$ cat src/rtl/efr_pkg.sv
`timescale 1ns / 1ps
// Shared types and constants for the escaped frame receiver.
// No dependencies; every other file uses this package.
package efr_pkg;

  localparam int BYTE_W    = 8;
  localparam int KIND_W    = 2;
  localparam int CFG_IDX_W = 1;

  localparam logic [BYTE_W-1:0] SYNC_RESET   = 8'hE0;
  localparam logic [BYTE_W-1:0] ESCAPE_RESET = 8'hD0;

  // Parser phase; the unused code acts as the address phase
  typedef enum logic [1:0] {
    PH_ADDR = 2'd0,
    PH_LEN  = 2'd1,
    PH_DATA = 2'd2
  } phase_t;

  // Result event codes
  typedef enum logic [KIND_W-1:0] {
    EV_DATA = 2'd0,
    EV_OK   = 2'd1,
    EV_ERR  = 2'd2
  } event_t;

  // Configuration register indexes
  typedef enum logic [CFG_IDX_W-1:0] {
    REG_SYNC   = 1'b0,
    REG_ESCAPE = 1'b1
  } cfg_reg_t;

  // One result item as it moves from the parser to the output buffer
  typedef struct packed {
    logic [KIND_W-1:0] kind;
    logic [BYTE_W-1:0] payload;
    logic [BYTE_W-1:0] dest;
    logic [BYTE_W-1:0] index;
  } result_t;

  // Live framing characters
  typedef struct packed {
    logic [BYTE_W-1:0] sync;
    logic [BYTE_W-1:0] escape;
  } frame_chars_t;

endpackage

$ cat src/rtl/efr_if.sv
`timescale 1ns / 1ps
// Valid/ready channel interfaces: line bytes in, results out, register writes.
// Depends on efr_pkg for widths.
interface efr_in_if;
  logic                      valid;
  logic                      ready;
  logic [efr_pkg::BYTE_W-1:0] line_byte;

  modport source (output valid, output line_byte, input ready);
  modport sink   (input valid, input line_byte, output ready);
endinterface

interface efr_out_if;
  logic                       valid;
  logic                       ready;
  logic [efr_pkg::KIND_W-1:0] event_kind;
  logic [efr_pkg::BYTE_W-1:0] payload_byte;
  logic [efr_pkg::BYTE_W-1:0] frame_destination;
  logic [efr_pkg::BYTE_W-1:0] payload_index;

  modport source (output valid, output event_kind, output payload_byte,
                  output frame_destination, output payload_index, input ready);
  modport sink   (input valid, input event_kind, input payload_byte,
                  input frame_destination, input payload_index, output ready);
endinterface

interface efr_cfg_if;
  logic                          valid;
  logic                          ready;
  logic [efr_pkg::CFG_IDX_W-1:0] reg_index;
  logic [efr_pkg::BYTE_W-1:0]    wdata;

  modport source (output valid, output reg_index, output wdata, input ready);
  modport sink   (input valid, input reg_index, input wdata, output ready);
endinterface

$ cat src/rtl/efr_cfg_regs.sv
`timescale 1ns / 1ps
// Sync and escape character registers behind the write channel.
// Depends on efr_pkg and efr_cfg_if.
module efr_cfg_regs (
  input  logic                  clk,
  input  logic                  rst_n,
  efr_cfg_if.sink               cfg_ch,
  output efr_pkg::frame_chars_t chars
);
  import efr_pkg::*;

  logic [BYTE_W-1:0] sync_r;
  logic [BYTE_W-1:0] escape_r;
  logic              wr_en;

  // Writes are always accepted: ready is tied high
  assign cfg_ch.ready = 1'b1;
  assign wr_en        = cfg_ch.valid && cfg_ch.ready;

  // Update the addressed register on each transfer
  always_ff @(posedge clk) begin
    if (!rst_n) begin
      sync_r   <= SYNC_RESET;
      escape_r <= ESCAPE_RESET;
    end else if (wr_en) begin
      case (cfg_reg_t'(cfg_ch.reg_index))
        REG_SYNC:   sync_r   <= cfg_ch.wdata;
        REG_ESCAPE: escape_r <= cfg_ch.wdata;
        default: ;
      endcase
    end
  end

  assign chars.sync   = sync_r;
  assign chars.escape = escape_r;

endmodule

$ cat src/rtl/efr_parser.sv
`timescale 1ns / 1ps
// Input byte register plus the unescape and frame-parse step logic.
// Depends on efr_pkg; feeds efr_out_buf.
module efr_parser (
  input  logic                      clk,
  input  logic                      rst_n,
  input  logic                      in_valid,
  output logic                      in_ready,
  input  logic [efr_pkg::BYTE_W-1:0] in_byte,
  input  efr_pkg::frame_chars_t     chars,
  output logic                      res_valid,
  output efr_pkg::result_t          res,
  input  logic                      res_ready
);
  import efr_pkg::*;

  logic              in_v_r;
  logic [BYTE_W-1:0] byte_r;
  logic              adv;

  phase_t            phase_r,  phase_nxt;
  logic              esc_r,    esc_nxt;
  logic [BYTE_W-1:0] sum_r,    sum_nxt;
  logic [BYTE_W-1:0] cnt_r,    cnt_nxt;
  logic [BYTE_W-1:0] len_r,    len_nxt;
  logic [BYTE_W-1:0] dest_r,   dest_nxt;

  logic              is_sync;
  logic              is_esc;
  logic [BYTE_W-1:0] b;
  logic              emit;
  result_t           res_c;

  // The held byte is processed when the output side has room
  assign adv      = in_v_r && res_ready;
  assign in_ready = !in_v_r || res_ready;

  // Input register
  always_ff @(posedge clk) begin
    if (!rst_n) begin
      in_v_r <= 1'b0;
    end else if (in_ready) begin
      in_v_r <= in_valid;
    end
  end

  always_ff @(posedge clk) begin
    if (in_ready && in_valid) begin
      byte_r <= in_byte;
    end
  end

  // Unescape and classify the held byte
  assign is_sync = !esc_r && (byte_r == chars.sync);
  assign is_esc  = !esc_r && (byte_r == chars.escape);
  assign b       = esc_r ? byte_r + BYTE_W'(1) : byte_r;

  // Frame parse step
  always_comb begin
    phase_nxt     = phase_r;
    esc_nxt       = esc_r;
    sum_nxt       = sum_r;
    cnt_nxt       = cnt_r;
    len_nxt       = len_r;
    dest_nxt      = dest_r;
    emit          = 1'b0;
    res_c.kind    = EV_DATA;
    res_c.payload = '0;
    res_c.dest    = dest_r;
    res_c.index   = cnt_r;

    if (is_sync) begin
      phase_nxt = PH_ADDR;
      cnt_nxt   = '0;
    end else if (is_esc) begin
      esc_nxt = 1'b1;
    end else begin
      esc_nxt = 1'b0;
      case (phase_r)
        PH_LEN: begin
          len_nxt = b;
          sum_nxt = sum_r + b;
          cnt_nxt = '0;
          if (b == '0) begin
            // zero length cannot end: report it and resync
            phase_nxt   = PH_ADDR;
            emit        = 1'b1;
            res_c.kind  = EV_ERR;
            res_c.index = '0;
          end else begin
            phase_nxt = PH_DATA;
          end
        end
        PH_DATA: begin
          emit = 1'b1;
          if (cnt_r == len_r - BYTE_W'(1)) begin
            // checksum byte closes the frame
            phase_nxt  = PH_ADDR;
            res_c.kind = (sum_r == b) ? EV_OK : EV_ERR;
          end else begin
            sum_nxt       = sum_r + b;
            cnt_nxt       = cnt_r + BYTE_W'(1);
            res_c.payload = b;
          end
        end
        default: begin
          // address phase, and the unused code
          dest_nxt  = b;
          sum_nxt   = b;
          cnt_nxt   = '0;
          phase_nxt = PH_LEN;
        end
      endcase
    end
  end

  // Advance parser state once per processed byte
  always_ff @(posedge clk) begin
    if (!rst_n) begin
      phase_r <= PH_ADDR;
      esc_r   <= 1'b0;
      sum_r   <= '0;
      cnt_r   <= '0;
      len_r   <= '0;
      dest_r  <= '0;
    end else if (adv) begin
      phase_r <= phase_nxt;
      esc_r   <= esc_nxt;
      sum_r   <= sum_nxt;
      cnt_r   <= cnt_nxt;
      len_r   <= len_nxt;
      dest_r  <= dest_nxt;
    end
  end

  assign res_valid = adv && emit;
  assign res       = res_c;

  // A data event only comes out of the data phase
  a_data_in_data_phase: assert property (@(posedge clk) disable iff (!rst_n)
    (res_valid && res.kind == EV_DATA) |-> (phase_r == PH_DATA))
    else $error("data event outside data phase");

  // Frame end always returns to the address phase
  a_end_to_addr: assert property (@(posedge clk) disable iff (!rst_n)
    (res_valid && res.kind != EV_DATA) |=> (phase_r == PH_ADDR))
    else $error("frame end did not return to address phase");

  // A pending escape is consumed by the next processed byte
  a_escape_consumed: assert property (@(posedge clk) disable iff (!rst_n)
    (adv && esc_r) |=> !esc_r)
    else $error("escape left pending");

endmodule

$ cat src/rtl/efr_out_buf.sv
`timescale 1ns / 1ps
// Two-entry output register with skid slot; ready toward the parser is registered.
// Depends on efr_pkg and efr_out_if.
module efr_out_buf (
  input  logic             clk,
  input  logic             rst_n,
  input  logic             push,
  input  efr_pkg::result_t push_data,
  output logic             can_take,
  efr_out_if.source        out_ch
);
  import efr_pkg::*;

  logic    main_v_r;
  logic    skid_v_r;
  result_t main_r;
  result_t skid_r;
  logic    pop;

  assign can_take = !skid_v_r;
  assign pop      = main_v_r && out_ch.ready;

  // Valid flags
  always_ff @(posedge clk) begin
    if (!rst_n) begin
      main_v_r <= 1'b0;
      skid_v_r <= 1'b0;
    end else if (pop) begin
      if (skid_v_r) begin
        skid_v_r <= 1'b0;
      end else begin
        main_v_r <= push;
      end
    end else if (push) begin
      if (main_v_r) begin
        skid_v_r <= 1'b1;
      end else begin
        main_v_r <= 1'b1;
      end
    end
  end

  // Payload: refill main from skid, else from the parser
  always_ff @(posedge clk) begin
    if (pop) begin
      if (skid_v_r) begin
        main_r <= skid_r;
      end else if (push) begin
        main_r <= push_data;
      end
    end else if (push) begin
      if (main_v_r) begin
        skid_r <= push_data;
      end else begin
        main_r <= push_data;
      end
    end
  end

  assign out_ch.valid             = main_v_r;
  assign out_ch.event_kind        = main_r.kind;
  assign out_ch.payload_byte      = main_r.payload;
  assign out_ch.frame_destination = main_r.dest;
  assign out_ch.payload_index     = main_r.index;

  // Skid slot is never filled ahead of the main slot
  a_skid_behind_main: assert property (@(posedge clk) disable iff (!rst_n)
    skid_v_r |-> main_v_r)
    else $error("skid valid without main valid");

  // Skid fills only while the main slot was stalled
  a_skid_on_stall: assert property (@(posedge clk) disable iff (!rst_n)
    $rose(skid_v_r) |-> $past(main_v_r && !out_ch.ready))
    else $error("skid filled without stall");

  // No push is offered while the buffer is full
  a_no_overflow: assert property (@(posedge clk) disable iff (!rst_n)
    skid_v_r |-> !push)
    else $error("push into full output buffer");

endmodule

$ cat src/rtl/escaped_frame_receiver.sv
`timescale 1ns / 1ps
// Escaped frame receiver: takes one raw line byte per transfer and delivers
// data bytes with their index and destination, plus a frame-ok or frame-error
// event at each frame end. Sync and escape characters are set through the
// configuration channel (reset 0xE0 and 0xD0); write them only while idle.
// A byte is taken every cycle when the output side keeps up: each byte is held
// in the input register, is parsed, and its result (if any) is registered in
// the output buffer, which drives out_ch.valid.
// A two-entry output buffer keeps in_ch.ready free of any combinational path
// from out_ch.ready. Sync and escape bytes, destination bytes and nonzero
// length bytes produce no result; a zero length byte produces a frame error.
// No clearing pass is needed after reset.
// Depends on efr_pkg, efr_if, efr_cfg_regs, efr_parser and efr_out_buf.
module escaped_frame_receiver (
  input  logic      clk,
  input  logic      rst_n,
  efr_in_if.sink    in_ch,
  efr_out_if.source out_ch,
  efr_cfg_if.sink   cfg_ch
);
  import efr_pkg::*;

  frame_chars_t chars;
  logic         res_valid;
  result_t      res;
  logic         can_take;

  // Framing character registers
  efr_cfg_regs u_cfg (
    .clk    (clk),
    .rst_n  (rst_n),
    .cfg_ch (cfg_ch),
    .chars  (chars)
  );

  // Input register and parse step
  efr_parser u_parser (
    .clk       (clk),
    .rst_n     (rst_n),
    .in_valid  (in_ch.valid),
    .in_ready  (in_ch.ready),
    .in_byte   (in_ch.line_byte),
    .chars     (chars),
    .res_valid (res_valid),
    .res       (res),
    .res_ready (can_take)
  );

  // Result register with skid slot
  efr_out_buf u_out (
    .clk       (clk),
    .rst_n     (rst_n),
    .push      (res_valid),
    .push_data (res),
    .can_take  (can_take),
    .out_ch    (out_ch)
  );

endmodule
$ cat src/flat_wrapper.sv
// flat-port wrapper written by rule: the top's interface ports become plain ports
module escaped_frame_receiver_flat import efr_pkg::*;
  (clk, rst_n, in_ch_valid, in_ch_line_byte, in_ch_ready, out_ch_valid, out_ch_event_kind, out_ch_payload_byte, out_ch_frame_destination, out_ch_payload_index, out_ch_ready, cfg_ch_valid, cfg_ch_reg_index, cfg_ch_wdata, cfg_ch_ready);
  efr_in_if in_ch_i ();
  efr_out_if out_ch_i ();
  efr_cfg_if cfg_ch_i ();
  input  logic clk;
  input  logic rst_n;
  input wire logic [$bits(in_ch_i.valid)-1:0] in_ch_valid;
  input wire logic [$bits(in_ch_i.line_byte)-1:0] in_ch_line_byte;
  output wire logic [$bits(in_ch_i.ready)-1:0] in_ch_ready;
  output wire logic [$bits(out_ch_i.valid)-1:0] out_ch_valid;
  output wire logic [$bits(out_ch_i.event_kind)-1:0] out_ch_event_kind;
  output wire logic [$bits(out_ch_i.payload_byte)-1:0] out_ch_payload_byte;
  output wire logic [$bits(out_ch_i.frame_destination)-1:0] out_ch_frame_destination;
  output wire logic [$bits(out_ch_i.payload_index)-1:0] out_ch_payload_index;
  input wire logic [$bits(out_ch_i.ready)-1:0] out_ch_ready;
  input wire logic [$bits(cfg_ch_i.valid)-1:0] cfg_ch_valid;
  input wire logic [$bits(cfg_ch_i.reg_index)-1:0] cfg_ch_reg_index;
  input wire logic [$bits(cfg_ch_i.wdata)-1:0] cfg_ch_wdata;
  output wire logic [$bits(cfg_ch_i.ready)-1:0] cfg_ch_ready;
  assign in_ch_i.valid = in_ch_valid;
  assign in_ch_i.line_byte = in_ch_line_byte;
  assign in_ch_ready = in_ch_i.ready;
  assign out_ch_valid = out_ch_i.valid;
  assign out_ch_event_kind = out_ch_i.event_kind;
  assign out_ch_payload_byte = out_ch_i.payload_byte;
  assign out_ch_frame_destination = out_ch_i.frame_destination;
  assign out_ch_payload_index = out_ch_i.payload_index;
  assign out_ch_i.ready = out_ch_ready;
  assign cfg_ch_i.valid = cfg_ch_valid;
  assign cfg_ch_i.reg_index = cfg_ch_reg_index;
  assign cfg_ch_i.wdata = cfg_ch_wdata;
  assign cfg_ch_ready = cfg_ch_i.ready;
  escaped_frame_receiver u_core (.clk(clk), .rst_n(rst_n), .in_ch(in_ch_i), .out_ch(out_ch_i), .cfg_ch(cfg_ch_i));
endmodule
$ cat config.mk
export PLATFORM = sky130hd
export DESIGN_NAME = escaped_frame_receiver_flat
export DESIGN_NICKNAME = d
export VERILOG_FILES = /design/src/rtl/efr_pkg.sv /design/src/rtl/efr_if.sv /design/src/rtl/efr_cfg_regs.sv /design/src/rtl/efr_parser.sv /design/src/rtl/efr_out_buf.sv /design/src/rtl/escaped_frame_receiver.sv /design/src/flat_wrapper.sv
export SDC_FILE = /design/constraint.sdc
export NUM_CORES = 1
export LEC_CHECK = 0
export ABC_AREA = 1
export BUFFER_PORTS_ARGS = -buffer_cell sky130_fd_sc_hd__buf_2
export CORE_UTILIZATION = 60
export CTS_BUF_LIST = sky130_fd_sc_hd__clkbuf_2 sky130_fd_sc_hd__clkbuf_4 sky130_fd_sc_hd__clkbuf_8
export DETAILED_ROUTE_END_ITERATION = 8
export PLACE_DENSITY_LB_ADDON = 0.05
export REMOVE_ABC_BUFFERS = 1
export SYNTH_ARGS = -nofsm -noshare
export SYNTH_HDL_FRONTEND = slang
export SYNTH_SLANG_ARGS = --single-unit
$ cat constraint.sdc
create_clock -name clk -period 9.7 [get_ports clk]
set_clock_uncertainty 0.1 [all_clocks]
set_input_delay 1.94 -clock clk [delete_from_list [all_inputs] [get_ports clk]]
set_output_delay 1.94 -clock clk [all_outputs]
set_load 0.01 [all_outputs]
==> impl_metrics.json, run 1 <==
{
  "drtAntennaViolNets": 0,
  "yosysTopAreaCell": "edfxtp_1",
  "port_buffers": 49,
  "cap_violations": 0,
  "leakage_nw": 2.90,
  "crit_fanout": 42,
  "post-route-period-util": 0.352,
  "wl_met1_um": 5450,
  "power.density_nw_per_um2": 166,
  "grt_pass1_vias": 4205,
  "die-width_um": 99.2,
  "synth-main-ff-cell": "edfxtp_1",
  "yosys_warnings": 0,
  "cp_top_family": "buffers and inverters",
  "maxClockFrequency_mhz": 293,
  "stdcell_count": 856,
  "postCtsSetupBuffers": 0,
  "root_buffer": "clkbuf_8",
  "via_per_inst": 5.30,
  "grt.total_usage": 0.252,
  "setup_viol": 0,
  "status": "finished clean",
  "drt_iter0_drc": 257,
  "rsz0062_at_grt": "false",
  "yosysSeqAreaShare": 0.508,
  "synth.area.top_cells": "edfxtp_1, dfxtp_1, nand2_1",
  "layout_min_cycle_time_ns": 3.41,
  "start_util": 0.617,
  "clock_latency_ns": 0.43,
  "antenna_cells": 0,
  "antenna_found_initial": 0,
  "cts_resized": 0,
  "yosysTopAreaCellShare": 0.318,
  "grt_start_max_net_pins": 43,
  "synth_compound_area_frac": 0.110,
  "coreArea_um2": 9200,
  "dp_cells": 824,
  "timing.rr.start": "u_core.u_parser.byte_r[0]",
  "vias": 4536,
  "crit_chain": "buf_2, nand2_1, nor2_1, inv_1, buf_4, a21boi_2, buf_4",
  "grt_first_pass_wirelength_um": 19400,
  "clock_sinks": 114,
  "required_ns": 9.70,
  "syn_area_um2": 5670,
  "ys_seq_elements": 114,
  "critPathMaxStageDelay_ns": 0.48,
  "drt_wl_total_um": 11400,
  "synth_cell_types": 41,
  "drc": 0,
  "hold_viol": 0,
  "crit_path_frequent_cell": "buf_4",
  "synth_xor_area_frac": 0.0338,
  "area_growth_pct": 12.3,
  "synth_fa_ha_area_frac": 0.0300,
  "htree_levels": 4,
  "post-dp-hpwl_um": 8200,
  "async_reset_ff_frac": 0,
  "synthSimpleGateAreaFrac": 0.239,
  "synth.most_common_cell": "nand2_1",
  "worstSetupPathType": "input pin to register",
  "cts_tree": "yes",
  "synthMuxAreaShare": 0,
  "clockBufferDepth": 2,
  "fp-row-count": 35,
  "synth_common_cells": "nand2_1, inv_1, nor2_1",
  "synth_edf_count": 60,
  "topRoutingLayerUsed": "met4",
  "crit_slowest_cell": "nor2_1",
  "grt_overflow": 0,
  "wl_met2_um": 5160,
  "pin_count": 51,
  "relSlewSlack": 0.231,
  "nets": 767,
  "firstDrtPassIters": 5,
  "cp.arrival_ns": 3.41,
  "path_clk_slew_ns": 0.08,
  "tightest_slew_ns": 1.15,
  "irDropWorstVdd_mv": 0.125,
  "die_h_um": 99.2,
  "slew_viol_final": 0,
  "cp-startpoint": "out_ch_ready",
  "dr_wl_met3_um": 583,
  "cp.buffers_inverters": 4,
  "synthCells": 681,
  "synth_top_family_by_area": "simple AND/OR/NAND/NOR gates",
  "layout-drive-gt1-share": 0.170,
  "min_from": "u_core.u_parser.dest_r[4]",
  "wl_per_cell_um": 13.3,
  "dieArea_um2": 9840,
  "ctsHoldBuffers": 0,
  "cp-start-kind": "input pin",
  "min_path_type": "register to register",
  "tns_ns": 0,
  "cts_made_buffers": 17,
  "crit_path_end_kind": "register",
  "gp_congestion": 0.850,
  "avgSynthCellArea_um2": 8.33
}
-- cell type report --
| class | instances | area (um^2) |
|---|---|---|
| Fill cell | 724 | 2830 |
| Clock buffer | 17 | 234 |
| Multi-Input combinational cell | 454 | 2350 |
| Timing Repair Buffer | 51 | 260 |
| Clock inverter | 15 | 148 |
| Tap cell | 111 | 139 |
| Inverter | 94 | 355 |
| Sequential cell | 114 | 2880 |
-- metrics by stage --
step | total power, mW | hold WS (ns) | setup slack (ns) | instance area (um^2) | util
after floorplan | 0.611 | 0.308 | 5.40 | 5580 | -
after global placement | 0.635 | 0.312 | 5.90 | 5980 | 0.651
after detailed placement | 0.639 | 0.320 | 5.84 | 5980 | 0.651
after CTS | 1.06 | 0.339 | 6.29 | 6370 | 0.692
after global routing | 1.10 | 0.348 | 6.06 | 6370 | 0.692
final | 1.06 | 0.338 | 6.29 | 6370 | 0.692
-- routing by layer --
metal | global-route usage | vias up
li1 | - | 2316
met5 | 0 | -
met3 | 0.0534 | 14
met1 | 0.346 | 2064
met4 | 0.0894 | 0
met2 | 0.396 | 142
-- power by group --
| group | switching, mW | internal, mW |
|---|---|---|
| clock | 0.215 | 0.209 |
| sequential | 0.0117 | 0.519 |
| combinational | 0.0648 | 0.0350 |
-- flip-flops by register name, summed over array words and instances, names as in the netlist --
register                               cells
u_core.u_out.skid_r                       26
u_core.u_cfg.escape_r                      8
u_core.u_cfg.sync_r                        8
u_core.u_out.out_ch.frame_destination      8
u_core.u_out.out_ch.payload_byte           8
u_core.u_out.out_ch.payload_index          8
u_core.u_parser.byte_r                     8
u_core.u_parser.cnt_r                      8
u_core.u_parser.dest_r                     8
u_core.u_parser.len_r                      8
u_core.u_parser.sum_r                      8
u_core.u_out.out_ch.event_kind             2
u_core.u_parser.phase_r                    2
u_core.u_out.out_ch.valid                  1
u_core.u_out.skid_v_r                      1
u_core.u_parser.esc_r                      1
u_core.u_parser.in_v_r                     1
-- final timing paths --
check	depth (start not counted)	to	slack, ns
max	7	u_core.u_out.out_ch.event_kind[1]	6.29
min	0	u_core.u_out.skid_r[12]	0.34
max reg2reg	11	u_core.u_out.skid_r[19]	6.46
min reg2reg	0	u_core.u_out.skid_r[12]	0.34
-- cell usage in the layout (no fill, tap or decap), drive strengths merged, types with 17 or more instances in the layout --
cell	count
nand2	167
inv	97
nor2	79
edfxtp	60
a21oi	58
dfxtp	54
buf	51
o21ai	50
nand3	44
clkbuf	17
-- cells by family (layout without fill, tap and decap cells) --
group | count (synthesis) | after routing
and+or+nand+nor | 302 | 302
adders and majority gates | 13 | 13
other | 1 | 1
xor gates and xnor gates | 21 | 21
AOI/OAI and AO/OA | 117 | 117
buffers and inverters | 113 | 177
DFF | 114 | 114
Power figures use the tool's default switching activity.
==> inputs of run 2 (changes only) <==
Clock period 9.7 ns to 3.2 ns, I/O delays scaled along.
==> run 2 against run 1 <==
The run now ends with design-rule violations left. Global-route usage is 1.4 points higher. Critical path depth up 5. Highest routed layer unchanged. Clock-buffer cell count did not move. Critical path type is now register to register. Combinational power increased to 3.1 times the previous value. Cell count increased by 0.82%. Die area unchanged. Sequential cell count unchanged.
==> impl_metrics.json, run 2 (synthesis results as in run 1) <==
{
  "status": "finished with violations",
  "violations": "design-rule violations",
  "mostFrequentLayoutCells": "nand2_1, inv_1, nor2_1",
  "grt_start_max_net_pins": 37,
  "clockBufferDepth": 2,
  "cts_made_buffers": 17,
  "grt.total_usage": 0.266,
  "crit_path_end_kind": "register",
  "ctsHoldBuffers": 0,
  "drtAntennaViolNets": 0,
  "drt_wl_total_um": 12300,
  "maxClockFrequency_mhz": 348,
  "hold_viol": 0,
  "dieArea_um2": 9840,
  "power.density_nw_per_um2": 492,
  "layout-drive-gt1-share": 0.178,
  "drc": 2,
  "post-route-period-util": 0.897,
  "antenna_found_initial": 0,
  "clock_sinks": 114,
  "wl_per_cell_um": 14.3,
  "cp-startpoint": "u_core.u_parser.byte_r[0]",
  "fp-row-count": 35,
  "min_from": "in_ch_line_byte[2]",
  "irDropWorstVdd_mv": 0.293,
  "postCtsSetupBuffers": 0,
  "htree_levels": 4,
  "cts_tree": "yes",
  "cts_resized": 0,
  "port_buffers": 49,
  "worstSetupPathType": "register to register",
  "tns_ns": 0,
  "crit_fanout": 6,
  "gp_congestion": 0.857,
  "coreArea_um2": 9200,
  "largest_reg_flops": 26,
  "layout_min_cycle_time_ns": 2.87,
  "grt_pass1_vias": 4286,
  "stdcell_count": 863,
  "cap_violations": 0,
  "antenna_cells": 0,
  "min_path_type": "input pin to register",
  "vias": 4615,
  "pin_count": 51,
  "firstDrtPassIters": 8,
  "post-place-ws_ns": 0.384,
  "clock_latency_ns": 0.44,
  "final_common_cell": "nand2_1",
  "leakage_nw": 2.93,
  "dp_cells": 831,
  "timing.rr.start": "u_core.u_parser.byte_r[0]",
  "die-width_um": 99.2,
  "cp.arrival_ns": 3.10,
  "drt_iter0_drc": 351,
  "power.total_mw": 3.15,
  "required_ns": 3.43,
  "grt_overflow": 0,
  "setup_ws_ns": 0.330,
  "path_clk_slew_ns": 0.08,
  "area_growth_pct": 12.8,
  "die_h_um": 99.2,
  "start_util": 0.617,
  "grt_first_pass_wirelength_um": 20400,
  "rsz0062_at_grt": "false",
  "regMostFlops": "u_core.u_out.skid_r",
  "setup_viol": 0,
  "nets": 774,
  "slew_viol_final": 0,
  "fillers": 766,
  "root_buffer": "clkbuf_8",
  "post-dp-hpwl_um": 8810,
  "via_per_inst": 5.35,
  "relSlewSlack": 0.385,
  "cp-start-kind": "register",
  "tightest_slew_ns": 0.922
}
[run 2: cell types whose count changed in the layout (fill, tap and decap cells not counted)]
cell and change:
clkinv_4 -1, buf_4 +7, bufinv_16 -1, inv_6 +1, clkinv_2 +1
[run 2: layout make-up]
class | count | area, um^2 | area share
multi-input cells | 454 | 2350 | 0.367
inverters | 94 | 355 | 0.0556
repair buffers | 58 | 313 | 0.0489
well taps | 111 | 139 | 0.0217
clock inverters | 15 | 123 | 0.0192
flip-flops and latches | 114 | 2880 | 0.451
clock buffers | 17 | 234 | 0.0366
[run 2: per-layer routing]
metal,global-route usage,wire [um]
met2,0.405,5460
met1,0.371,5970
met3,0.0696,659
met5,0,0
met4,0.0882,210
[run 2: worst max-delay path, cell delays in order, from the launching register on]
cell and delay [ns]:
edfxtp_1 0.47, ha_1 0.26, nand2_1 0.08, nor2_2 0.04, nor2_1 0.51, ha_1 0.41
a21oi_1 0.15, nand2_1 0.12, a21oi_1 0.17, xor2_1 0.16, o21ai_0 0.08, o21ai_0 0.17
nor2_1 0.05
[run 2: power breakdown]
| part | switching, mW | leakage, nW | total, mW | internal (mW) |
|---|---|---|---|---|
| combinational | 0.198 | 1.75 | 0.308 | 0.110 |
| clock | 0.675 | 0.182 | 1.23 | 0.556 |
| sequential | 0.0352 | 1.00 | 1.61 | 1.57 |
| total | 0.908 | 2.93 | 3.15 | 2.24 |
[run 2: through the flow]
stage	hold slack (ns)	instance area, um^2	utilization
global placement	0.311	6040	0.656
global route	0.242	6390	0.695
finish	0.272	6390	0.695
detailed placement	0.321	6040	0.656
floorplan	0.308	5580	-
CTS	0.260	6390	0.695
[run 2: worst paths after layout]
path	to	slack (ns)	cells after the start
hold / removal	u_core.u_parser.byte_r[2]	0.27	1
setup / recovery	u_core.u_parser.sum_r[5]	0.33	12
hold reg to reg	u_core.u_out.skid_r[14]	0.33	0
setup reg to reg	u_core.u_parser.sum_r[5]	0.33	12
==> inputs of run 3 (changes only) <==
Settings changed: CORE_UTILIZATION 60 to 56, RECOVER_POWER from default to 25.
Clock period 3.2 ns to 2.5 ns, I/O delays scaled along.
==> run 3 against run 2 <==
The run ends with max-capacitance violations, max-slew violations left. Power rose by 38%. Sequential share of layout area fell by 3.5 points. Cell count rose by 6.1%. Combinational power rose by 55%. Critical path depth rose by 1. Wire length rose by 5.8%. Largest power group unchanged. Highest routed layer unchanged.
==> impl_metrics.json, run 3 (synthesis results as in run 1) <==
{
  "setup_ws_ns": 0.00893,
  "cp-start-kind": "register",
  "power.density_nw_per_um2": 624,
  "area_growth_pct": 22.3,
  "coreArea_um2": 9770,
  "post-dp-hpwl_um": 9300,
  "grt.total_usage": 0.271,
  "antenna_found_initial": 0,
  "crit_slowest_cell": "edfxtp_1",
  "path_clk_slew_ns": 0.07,
  "maxClockFrequency_mhz": 401,
  "slew_viol_final": 38,
  "cts_tree": "yes",
  "ctsHoldBuffers": 0,
  "clock_latency_ns": 0.44,
  "drtAntennaViolNets": 0,
  "dp_cells": 878,
  "start_util": 0.580,
  "combPwrFrac": 0.110,
  "clock_sinks": 114,
  "grt_overflow": 0,
  "post-place-ws_ns": -0.0564,
  "finalInstanceArea_um2": 6940,
  "drt_iter0_drc": 204,
  "drc": 0,
  "tightest_slew_ns": 1.53,
  "p_sw_mw": 1.07,
  "relSlewSlack": -0.0218,
  "leakage_nw": 3.15,
  "layout-drive-gt1-share": 0.254,
  "required_ns": 2.55,
  "root_buffer": "clkbuf_8",
  "wl_per_cell_um": 14.2,
  "cap_violations": 1,
  "seq_power_share": 0.476,
  "largest_reg_flops": 26,
  "die-width_um": 103,
  "status": "finished with violations",
  "crit_fanout": 13,
  "cp.arrival_ns": 2.54,
  "antenna_cells": 0,
  "regMostFlops": "u_core.u_out.skid_r",
  "vias": 4688,
  "r2r_cells": 13,
  "post-route-period-util": 0.996,
  "switching_share": 0.248,
  "min_path_cells": 1,
  "fp-row-count": 36,
  "rsz0062_at_grt": "true",
  "htree_levels": 4,
  "stdcell_count": 916,
  "hold_viol": 0,
  "crit_chain": "ha_2, nand2_2, nor2_4, nor2_1, buf_4, nor2_1, nand2_1, nor2_2, nand4_1, nand2_2, nand2_4, a21boi_4, buf_8",
  "dpl-instance-area_um2": 6280,
  "clockBufferDepth": 2,
  "port_buffers": 49,
  "gp_congestion": 0.913,
  "power_frac_clock": 0.413,
  "violations": "max-capacitance violations, max-slew violations",
  "critPathMaxStageDelay_ns": 0.37,
  "setup_viol": 0,
  "tns_ns": 0,
  "via_per_inst": 5.12,
  "die_h_um": 103,
  "cts_made_buffers": 17,
  "grt_start_max_net_pins": 38,
  "grt_pass1_vias": 4452,
  "drt_wl_total_um": 13000,
  "grt_first_pass_wirelength_um": 21300,
  "min_path_type": "input pin to register",
  "irDropWorstVdd_mv": 0.349,
  "final_common_cell": "nand2_1",
  "mostFrequentLayoutCells": "nand2_1, inv_1, nor2_1",
  "internal-power_mw": 3.26,
  "nets": 805,
  "worstSetupPathType": "register to register",
  "dieArea_um2": 10500,
  "firstDrtPassIters": 5,
  "fillers": 786,
  "utilization": 0.710,
  "crit_path_end_kind": "register",
  "pin_count": 51,
  "layout_min_cycle_time_ns": 2.49
}
## run 3: cell types whose count changed in the layout (fill, tap and decap cells not counted), moves of 4 or more
cell and delta:
nand2_1 -11, inv_6 -6, nand3_1 -5, buf_4 +23, a21oi_2 +5, ha_1 -6
nand3_2 +4, nand2_2 +8, ha_4 +4, a21oi_1 -5, inv_2 +4
## run 3: power groups by stage
stage | Clock, mW | Sequential (mW) | Combinational [mW]
floorplan | 0 | 2.09 | 0.281
global placement | 0 | 2.10 | 0.416
detailed placement | 0 | 2.10 | 0.426
CTS | 1.81 | 2.06 | 0.435
global route | 1.89 | 2.07 | 0.540
finish | 1.79 | 2.06 | 0.478
## run 3: final cells by class
class / instances / area [um^2] / share of cell area
inverter: 94 / 355 / 0.0512
clock inverter: 11 / 136 / 0.0197
clock buffer: 21 / 277 / 0.0399
tap: 133 / 166 / 0.0240
sequential: 114 / 2880 / 0.416
multi-input combinational: 454 / 2540 / 0.367
timing repair buffer: 89 / 576 / 0.0830
## run 3: per-layer routing
metal,global-route usage,share of wire
met5,0,0
met4,0.107,0.018
met3,0.0597,0.040
met2,0.444,0.49
met1,0.349,0.45
## run 3: critical path, delay by kind of cell (launching register included)
kind	cells	cell delay (ns)
and+or+nand+nor	9	0.98
adders and majority gates	1	0.20
AOI/OAI and AO/OA	1	0.20
buffers and inverters	2	0.35
DFF	1	0.37
## run 3: timing repair
| item | CTS | global route |
|---|---|---|
| hold endpoints to repair | 0 | 0 |
| gates cloned | 1 | 0 |
| setup buffers | 3 | 4 |
| pin swaps | 3 | 14 |
| resized for setup | 12 | 44 |
| endpoints found under the setup margin | 55 | 80 |
## run 3: final timing paths
path / start / end / slack, ns
max: u_core.u_parser.byte_r[1] / u_core.u_out.out_ch.frame_destination[4] / 0.009
min: in_ch_line_byte[6] / u_core.u_parser.byte_r[6] / 0.13
max reg2reg: u_core.u_parser.byte_r[1] / u_core.u_out.out_ch.frame_destination[4] / 0.009
min reg2reg: u_core.u_parser.dest_r[4] / u_core.u_out.skid_r[12] / 0.33
## run 3: through the flow
step,hold slack (ns),total power [mW]
floorplan,0.308,2.37
global placement,0.310,2.51
detailed placement,0.313,2.52
CTS,0.112,4.30
global route,0.112,4.50
finish,0.133,4.33
